**config.mk**
```make
export PLATFORM = sky130hd
export DESIGN_NAME = life_generation_row_stream_flat
export DESIGN_NICKNAME = d
export VERILOG_FILES = /design/src/sv/lgrs_pkg.sv /design/src/sv/lgrs_if.sv /design/src/sv/life_generation_row_stream.sv /design/src/sv/lgrs_cell.sv /design/src/sv/lgrs_obuf.sv /design/src/flat_wrapper.sv
export SDC_FILE = /design/constraint.sdc
export NUM_CORES = 1
export LEC_CHECK = 0
export CORE_MARGIN = 5
export CORE_UTILIZATION = 50
export DETAILED_ROUTE_END_ITERATION = 12
export DONT_BUFFER_PORTS = 1
export SETUP_SLACK_MARGIN = 0.4
export SYNTH_ARGS = -nofsm -noshare
export SYNTH_HDL_FRONTEND = slang
export SYNTH_SLANG_ARGS = --single-unit
```
**constraint.sdc**
```tcl
create_clock -name clk -period 9.1 [get_ports clk]
set_input_delay 1.82 -clock clk [delete_from_list [all_inputs] [get_ports clk]]
set_output_delay 1.82 -clock clk [all_outputs]
set_load 0.02 [all_outputs]
```
**src/sv/lgrs_pkg.sv**
```systemverilog
package lgrs_pkg;

	// grid geometry
	localparam int MAX_COLS = 64;
	localparam int COL_W    = 7;

	// apb register file
	localparam int ADDR_W = 3;
	localparam int DATA_W = 32;

	typedef enum logic {
		REG_COLS_IN_USE = 1'b0
	} reg_idx_t;

	localparam logic [COL_W-1:0] COLS_RESET = COL_W'(MAX_COLS);

	// bits of one column seen by a cell's neighbors
	typedef struct packed {
		logic up;
		logic mid;
		logic dn;
	} col_t;

	// per-word control broadcast to every cell
	typedef struct packed {
		logic shift;
		logic clear;
	} ctrl_t;

	// what an accepted word leaves for the output side
	typedef struct packed {
		logic load;
		logic v0;
		logic v1;
	} load_t;

endpackage

```
**src/sv/lgrs_if.sv**
```systemverilog
interface lgrs_in_if;
	import lgrs_pkg::*;

	logic                valid;
	logic                ready;
	logic [MAX_COLS-1:0] row_cells;
	logic                last_row;

	modport source (output valid, output row_cells, output last_row, input ready);
	modport sink   (input valid, input row_cells, input last_row, output ready);

endinterface

interface lgrs_out_if;
	import lgrs_pkg::*;

	logic                valid;
	logic                ready;
	logic [MAX_COLS-1:0] next_row_cells;
	logic                last_row_res;

	modport source (output valid, output next_row_cells, output last_row_res, input ready);
	modport sink   (input valid, input next_row_cells, input last_row_res, output ready);

endinterface

```
**src/sv/life_generation_row_stream.sv**
```systemverilog
// channel    dir  payload                        role
// cur_row    in   row_cells[63:0], last_row      one grid row per word, top row first
// next_row   out  next_row_cells[63:0], last_row_res  next generation, one row per word
// apb        in   cols_in_use at byte address 0  column count, higher columns dead
//
// a word is taken every cycle while the output side keeps draining
// a word that closes a grid after earlier rows yields two result words, which holds
//   the input back while the first one leaves; output rate is one word per cycle while ready is high
// results pass through the pending stage, then the output register
// arst_n clears the row cells, the pending stage and the output register
// a stalled output fills the pending stage, then drops cur_row.ready
module life_generation_row_stream
	import lgrs_pkg::*;
(
	input  logic              clk,
	input  logic              arst_n,
	lgrs_in_if.sink           cur_row,
	lgrs_out_if.source        next_row,
	input  logic              psel,
	input  logic              penable,
	input  logic              pwrite,
	input  logic [ADDR_W-1:0] paddr,
	input  logic [DATA_W-1:0] pwdata,
	output logic [DATA_W-1:0] prdata,
	output logic              pready
);

	logic [COL_W-1:0]    cols_q;
	logic                mid_v_q;
	logic                acc;
	logic                take;
	logic [MAX_COLS-1:0] mask;
	logic [MAX_COLS-1:0] row_m;
	logic [MAX_COLS-1:0] gen0;
	logic [MAX_COLS-1:0] gen1;
	logic [MAX_COLS-1:0] mids;
	col_t                nb   [MAX_COLS];
	ctrl_t               ctrl;
	load_t               ld;
	reg_idx_t            ridx;

	// ---------------- configuration port ----------------
	assign pready = 1'b1;
	assign ridx   = reg_idx_t'(paddr[2]);

	always_ff @(posedge clk or negedge arst_n) begin
		if (!arst_n) begin
			cols_q <= COLS_RESET;
		end else if (psel && penable && pwrite && ridx == REG_COLS_IN_USE) begin
			cols_q <= pwdata[COL_W-1:0];
		end
	end

	always_comb begin
		unique case (ridx)
			REG_COLS_IN_USE: prdata = {{(DATA_W-COL_W){1'b0}}, cols_q};
			default:         prdata = '0;
		endcase
	end

	// ---------------- input handshake ----------------
	assign cur_row.ready = take;
	assign acc           = cur_row.valid && take;

	// middle row present: every word after the first of a grid has an upper neighbor
	always_ff @(posedge clk or negedge arst_n) begin
		if (!arst_n) begin
			mid_v_q <= 1'b0;
		end else if (acc) begin
			mid_v_q <= !cur_row.last_row;
		end
	end

	assign ctrl = '{shift: acc, clear: cur_row.last_row};

	// ---------------- row of column cells ----------------
	for (genvar k = 0; k < MAX_COLS; k++) begin : g_col
		col_t lft;
		col_t rgt;

		// column k lives while k is below the column count; counts past the top saturate
		assign mask[k]  = cols_q > COL_W'(k);
		assign row_m[k] = cur_row.row_cells[k] & mask[k];
		assign mids[k]  = nb[k].mid;

		if (k == 0) begin : g_lo
			assign lft = '0;
		end else begin : g_lo
			assign lft = nb[k-1];
		end

		if (k == MAX_COLS-1) begin : g_hi
			assign rgt = '0;
		end else begin : g_hi
			assign rgt = nb[k+1];
		end

		lgrs_cell u_cell (
			.clk    (clk),
			.arst_n (arst_n),
			.ctrl   (ctrl),
			.mask   (mask[k]),
			.in_bit (row_m[k]),
			.left   (lft),
			.right  (rgt),
			.nb     (nb[k]),
			.gen0   (gen0[k]),
			.gen1   (gen1[k])
		);
	end

	// ---------------- result staging ----------------
	// first result: middle row against the new row; second: closing row of the grid
	// (a single-row grid has an empty middle, so the second slot covers it too)
	assign ld = '{load: acc, v0: mid_v_q, v1: cur_row.last_row};

	lgrs_obuf u_obuf (
		.clk    (clk),
		.arst_n (arst_n),
		.ld     (ld),
		.gen0   (gen0),
		.gen1   (gen1),
		.take   (take),
		.res    (next_row)
	);

`ifndef ASSERT_OFF
	a_last_clears: assert property (@(posedge clk) disable iff (!arst_n)
		(acc && cur_row.last_row) |=> (!mid_v_q && mids == '0))
		else $error("grid end left a stored row behind");

	a_empty_middle: assert property (@(posedge clk) disable iff (!arst_n)
		!mid_v_q |-> (mids == '0))
		else $error("middle row cells hold data without a valid row");

	a_dead_cols: assert property (@(posedge clk) disable iff (!arst_n)
		next_row.valid |-> ((next_row.next_row_cells & ~mask) == '0))
		else $error("live cell in a dead column");

	a_row_follows: assert property (@(posedge clk) disable iff (!arst_n)
		(acc && !cur_row.last_row) |=> mid_v_q)
		else $error("row not kept as middle row");
`endif

endmodule

```
**src/sv/lgrs_cell.sv**
```systemverilog
module lgrs_cell
	import lgrs_pkg::*;
(
	input  logic  clk,
	input  logic  arst_n,
	input  ctrl_t ctrl,
	input  logic  mask,
	input  logic  in_bit,
	input  col_t  left,
	input  col_t  right,
	output col_t  nb,
	output logic  gen0,
	output logic  gen1
);

	logic above_q;
	logic mid_q;

	// b3/s23 on a 3x3 window, center at bit 4
	function automatic logic life(input logic [8:0] win);
		logic [3:0] cnt;
		cnt = {3'b0, win[0]} + {3'b0, win[1]} + {3'b0, win[2]} + {3'b0, win[3]}
			+ {3'b0, win[5]} + {3'b0, win[6]} + {3'b0, win[7]} + {3'b0, win[8]};
		return (cnt == 4'd3) || (win[4] && (cnt == 4'd2));
	endfunction

	assign nb = '{up: above_q, mid: mid_q, dn: in_bit};

	always_comb begin
		// middle row against the incoming row below it
		gen0 = mask & life({left.up, above_q, right.up,
			left.mid, mid_q, right.mid,
			left.dn, in_bit, right.dn});
		// incoming row with a dead row below it
		gen1 = mask & life({left.mid, mid_q, right.mid,
			left.dn, in_bit, right.dn,
			3'b000});
	end

	always_ff @(posedge clk or negedge arst_n) begin
		if (!arst_n) begin
			above_q <= 1'b0;
			mid_q   <= 1'b0;
		end else if (ctrl.shift) begin
			if (ctrl.clear) begin
				above_q <= 1'b0;
				mid_q   <= 1'b0;
			end else begin
				above_q <= mid_q;
				mid_q   <= in_bit;
			end
		end
	end

endmodule

```
**src/sv/lgrs_obuf.sv**
```systemverilog
module lgrs_obuf
	import lgrs_pkg::*;
(
	input  logic                clk,
	input  logic                arst_n,
	input  load_t               ld,
	input  logic [MAX_COLS-1:0] gen0,
	input  logic [MAX_COLS-1:0] gen1,
	output logic                take,
	lgrs_out_if.source          res
);

	logic                p0_v_s1;
	logic                p1_v_s1;
	logic [MAX_COLS-1:0] p0_s1;
	logic [MAX_COLS-1:0] p1_s1;
	logic                o_v_q;
	logic [MAX_COLS-1:0] o_data_q;
	logic                o_last_q;
	logic                move;

	assign move = (p0_v_s1 || p1_v_s1) && (!o_v_q || res.ready);
	// room for a new word when nothing is pending or the only pending result is leaving now
	assign take = !(p0_v_s1 || p1_v_s1) || (move && !(p0_v_s1 && p1_v_s1));

	always_ff @(posedge clk or negedge arst_n) begin
		if (!arst_n) begin
			p0_v_s1 <= 1'b0;
			p1_v_s1 <= 1'b0;
		end else if (ld.load) begin
			p0_v_s1 <= ld.v0;
			p1_v_s1 <= ld.v1;
		end else if (move) begin
			if (p0_v_s1) begin
				p0_v_s1 <= 1'b0;
			end else begin
				p1_v_s1 <= 1'b0;
			end
		end
	end

	always_ff @(posedge clk) begin
		if (ld.load) begin
			p0_s1 <= gen0;
			p1_s1 <= gen1;
		end
	end

	always_ff @(posedge clk or negedge arst_n) begin
		if (!arst_n) begin
			o_v_q <= 1'b0;
		end else if (move) begin
			o_v_q <= 1'b1;
		end else if (res.ready) begin
			o_v_q <= 1'b0;
		end
	end

	always_ff @(posedge clk) begin
		if (move) begin
			o_data_q <= p0_v_s1 ? p0_s1 : p1_s1;
			o_last_q <= !p0_v_s1;
		end
	end

	assign res.valid          = o_v_q;
	assign res.next_row_cells = o_data_q;
	assign res.last_row_res   = o_last_q;

endmodule

```
**src/flat_wrapper.sv**
```systemverilog
// flat-port wrapper written by rule: the top's interface ports become plain ports
module life_generation_row_stream_flat import lgrs_pkg::*;
  (clk, arst_n, psel, penable, pwrite, paddr, pwdata, prdata, pready, cur_row_valid, cur_row_row_cells, cur_row_last_row, cur_row_ready, next_row_valid, next_row_next_row_cells, next_row_last_row_res, next_row_ready);
  lgrs_in_if cur_row_i ();
  lgrs_out_if next_row_i ();
  input  logic clk;
  input  logic arst_n;
  input  logic psel;
  input  logic penable;
  input  logic pwrite;
  input  logic [ADDR_W-1:0] paddr;
  input  logic [DATA_W-1:0] pwdata;
  output logic [DATA_W-1:0] prdata;
  output logic pready;
  input wire logic [$bits(cur_row_i.valid)-1:0] cur_row_valid;
  input wire logic [$bits(cur_row_i.row_cells)-1:0] cur_row_row_cells;
  input wire logic [$bits(cur_row_i.last_row)-1:0] cur_row_last_row;
  output wire logic [$bits(cur_row_i.ready)-1:0] cur_row_ready;
  output wire logic [$bits(next_row_i.valid)-1:0] next_row_valid;
  output wire logic [$bits(next_row_i.next_row_cells)-1:0] next_row_next_row_cells;
  output wire logic [$bits(next_row_i.last_row_res)-1:0] next_row_last_row_res;
  input wire logic [$bits(next_row_i.ready)-1:0] next_row_ready;
  assign cur_row_i.valid = cur_row_valid;
  assign cur_row_i.row_cells = cur_row_row_cells;
  assign cur_row_i.last_row = cur_row_last_row;
  assign cur_row_ready = cur_row_i.ready;
  assign next_row_valid = next_row_i.valid;
  assign next_row_next_row_cells = next_row_i.next_row_cells;
  assign next_row_last_row_res = next_row_i.last_row_res;
  assign next_row_i.ready = next_row_ready;
  life_generation_row_stream u_core (.clk(clk), .arst_n(arst_n), .cur_row(cur_row_i), .next_row(next_row_i), .psel(psel), .penable(penable), .pwrite(pwrite), .paddr(paddr), .pwdata(pwdata), .prdata(prdata), .pready(pready));
endmodule
```
==> results.cfg <==
[status]
run_status = complete, no violations

[route]
total_drc_errors_in_the_routed_layout = 0
vias = 21834
drt_antenna_net_count = 0
wl_met1_um = 34150
wl_met2_um = 39530
drt_first_pass_iters = 5
viasPerCell = 5.747
initialDrtViolationCount = 1263
top_layer_in_use = met5
wl_met3_um = 4381
detail_route.wirelength_um = 80410
routedWlPerCell_um = 21.17

[placed_design]
dp.final_hpwl_um = 56650
routability_driven_placement_congestion_ratio = 0.8728
place.port_buffers = 0
place_worst_setup_slack_ps = 3272
dpl-instance-area_sq_mm = 0.03150

[pwr]
peakVddDrop_uv = 148.2
static-leakage-power_nw = 15.00
total_power_mw = 9.307
powerDensity_mw_per_mm2 = 283.7

[worst_hold_path]
hold_start = u_core.g_col[39].u_cell.above_q$_DFFE_PN0P_
holdPathEnd = u_core.g_col[39].u_cell.above_q$_DFFE_PN0P_
worst_hold_path.num_cells = 2
worst_hold_path_type = reg -> reg

[clock_tree]
cts_tree = built
clock-sinks = 332
clock_latency_ps = 580
htree_levels = 2
cts.repair.resized = 0
cts.clk_slew.worst_paths_ps = 60
cts_made_buffers = 44
clock_path_buffers = 3
ctsHoldBuffers = 0
ctsRootBufferMaster = clkbuf_16
cts_post_setup_buffers_inserted = 0

[sta]
grt_setup_unrepaired = false
slew_hr_pct = 27.07
final.setup.worst_slack_ps = 3193
post-route-period-util_pct = 64.91
finish_stage_setup_viols = 0
final.setup_skew_ps = 13.02
finalWorstPathRequiredPeriod_ps = 5907
timing.final.max_slew_violations = 0
worstMarginPinSlew_ps = 1094
final_setup_tns_ps = 0
finalHoldViolCount = 0
fmaxAchievable_ghz = 0.1693

[finish]
drive_above_1_share_pct = 7.547
finalInstanceArea_sq_mm = 0.03281
final_core_util_pct = 53.36
areaGrowthSynthToFinish_pct = 6.038
most-common-layout-cells = inv_1 (586), ha_1 (299), fa_1 (272)
mostFrequentLayoutCell = inv_1
fin_nets = 3652

[synthesis]
synth_top_cell_by_area = edfxtp_1
synth.cell_area_sq_mm = 0.03094
yosys.area.top_type_share_pct = 18.73
post_synth_num_cell_types = 92
fraction_of_the_yosys_area_taken_by_sequential_cells_pct = 29.98
synth_warnings = 0
synth-async-reset-ratio_pct = 41.87
ys_top_cells_by_area = edfxtp_1 (19%), fa_1 (18%), ha_1 (12%)
post_synthesis_area_per_instance_sq_um = 10.24
post_synth_inst_count = 3020
synth_enable_flop_cells = 193
yosys_register_bits = 332
yosys_most_used_dff = edfxtp_1

[global_route]
via_count_of_the_first_global_routing_pass = 23514
globalRouteTotalUtil_pct = 24.11
congestion_overflow_gr = 0
grt_pass1_wl_um = 129200
antenna_found_initial = 3
maximum_number_of_pins_on_one_net_before_global_route_repair = 140

[setup_path]
critical_path_peak_fanout = 24
cp-startpoint = u_core.cols_q[2]$_DFFE_PN0P_
worst-endpoint-arrival_ps = 6260
timing.rr.start = u_core.cols_q[2]$_DFFE_PN0P_
worst-endpoint-required_ps = 9450
timing.critical_path.slowest_cell_delay_ps = 780
critical_path.reg2reg.endpoint = u_core.u_obuf.p0_s1[52]$_DFFE_PP_
path_class = reg -> reg
crit_chain = buf_4, o21a_1, a21oi_1, nand2b_1, inv_2, xnor2_1, fa_1, fa_1, xor2_1, ha_1, nor2_1, fa_1, or3b_2, nor2_1, o21ai_0, a2111oi_0
critical_path.slowest_cell = o21a_1
critPathMostFrequentCell = fa_1
setup.worst_path.start_class = register
r2r_cells = 16
regToRegSetupSlack_ps = 3190
endpoint_kind = register

[die]
rows = 91
die_height_um = 258.8
floorplan.die.width_um = 258.8
io_pins = 207
fp.dieArea_sq_mm = 0.06695
initial_core_util_pct = 50.32
core-area_sq_mm = 0.06148

[job]
maxCapViolCount = 0
## per-layer routing
metal  vias to the layer above  global-route usage (%)
met5                         -                       0
met4                         4                   7.201
met3                       148                   4.248
met2                       505                   41.99
met1                     11100                   30.94
li1                      10077                       -
## metrics by stage
step,hold WS [ps],std cells
floorplan,450.6,3044
global placement,488.5,3718
detailed placement,497.2,3718
CTS,509.3,3798
global route,530.6,3798
finish,506.1,3799
## layout make-up
| cell class | instances | area, sq um |
|---|---|---|
| diodes | 1 | 2.502 |
| clock buffers | 70 | 1240 |
| clock inverters | 10 | 68.82 |
| fillers | 5445 | 28680 |
| inverters | 609 | 2291 |
| multi-input cells | 1966 | 18780 |
| flip-flops and latches | 332 | 9283 |
| well taps | 790 | 988.4 |
| repair buffers | 21 | 157.7 |
## synthesized netlist by cell type, types with 8 or more instances
master and number:
o31ai_1 117, mux2_2 75, nor2b_1 75, ha_1 299
nor4_1 16, nor3b_1 17, a21o_1 33, o21ai_2 9
a21oi_1 55, nor2_1 204, nand2_1 41, a2111oi_0 24
clkbuf_1 57, fa_1 272, inv_2 13, buf_4 31
nor4b_1 51, a31oi_1 34, and2_1 9, mux2i_1 14
nand2b_1 54, o21bai_1 45, inv_1 588, o21ai_0 143
o21a_1 8, dfrtp_1 138, edfxtp_1 193, nor3_1 23
xnor2_1 124, o211ai_1 9, clkinv_1 8, or4_1 30
buf_2 37, xor2_1 27
## where the power goes
part	internal [mW]	switching, mW
clock network	0.955	0.696
registers	2.23	0.405
logic	2.09	2.93
total	5.28	4.03
## worst max-delay path: cells and delay by family, from the launching register on
kind | cells | cell delay, ps
AOI/OAI and AO/OA | 4 | 1560
xor gates and xnor gates | 2 | 320
adders and majority gates | 4 | 1570
buffers and inverters | 2 | 640
DFF | 1 | 640
and+or+nand+nor | 4 | 920
## state kept, by name, summed over array words and instances, names as in the netlist
signal                            count
u_core.mid_v_q                        1
u_core.u_obuf.res.next_row_cells     64
u_core.u_obuf.p1_s1                  64
u_core.u_obuf.p1_v_s1                 1
u_core.u_obuf.p0_v_s1                 1
u_core.g_col.u_cell.mid_q            64
u_core.g_col.u_cell.above_q          64
u_core.u_obuf.res.valid               1
u_core.u_obuf.p0_s1                  64
u_core.cols_q                         7
u_core.u_obuf.res.last_row_res        1
## worst max path at each step
stage,end,slack [ps],cells past startpoint
finish,u_core.u_obuf.p0_s1[52]$_DFFE_PP_,3190,16
global route,u_core.u_obuf.p0_s1[52]$_DFFE_PP_,2810,16
CTS,u_core.u_obuf.p0_s1[52]$_DFFE_PP_,3220,16
detailed placement,u_core.u_obuf.p0_s1[42]$_DFFE_PP_,3270,17
global placement,u_core.u_obuf.p0_s1[52]$_DFFE_PP_,3340,16
floorplan,u_core.g_col[13].u_cell.mid_q$_DFFE_PN0P_,2320,7
## cells by family after synthesis
logic type	Yosys count	share of synthesized area (%)
AOI/OAI and AO/OA	562	12.90
adders and majority gates	572	29.73
buffers and inverters	746	9.698
xor gates and xnor gates	151	4.275
and+or+nand+nor	566	10.22
DFF	332	29.98
other	2	0.02427
muxes	89	3.183
(Power assumes the default switching activity.)
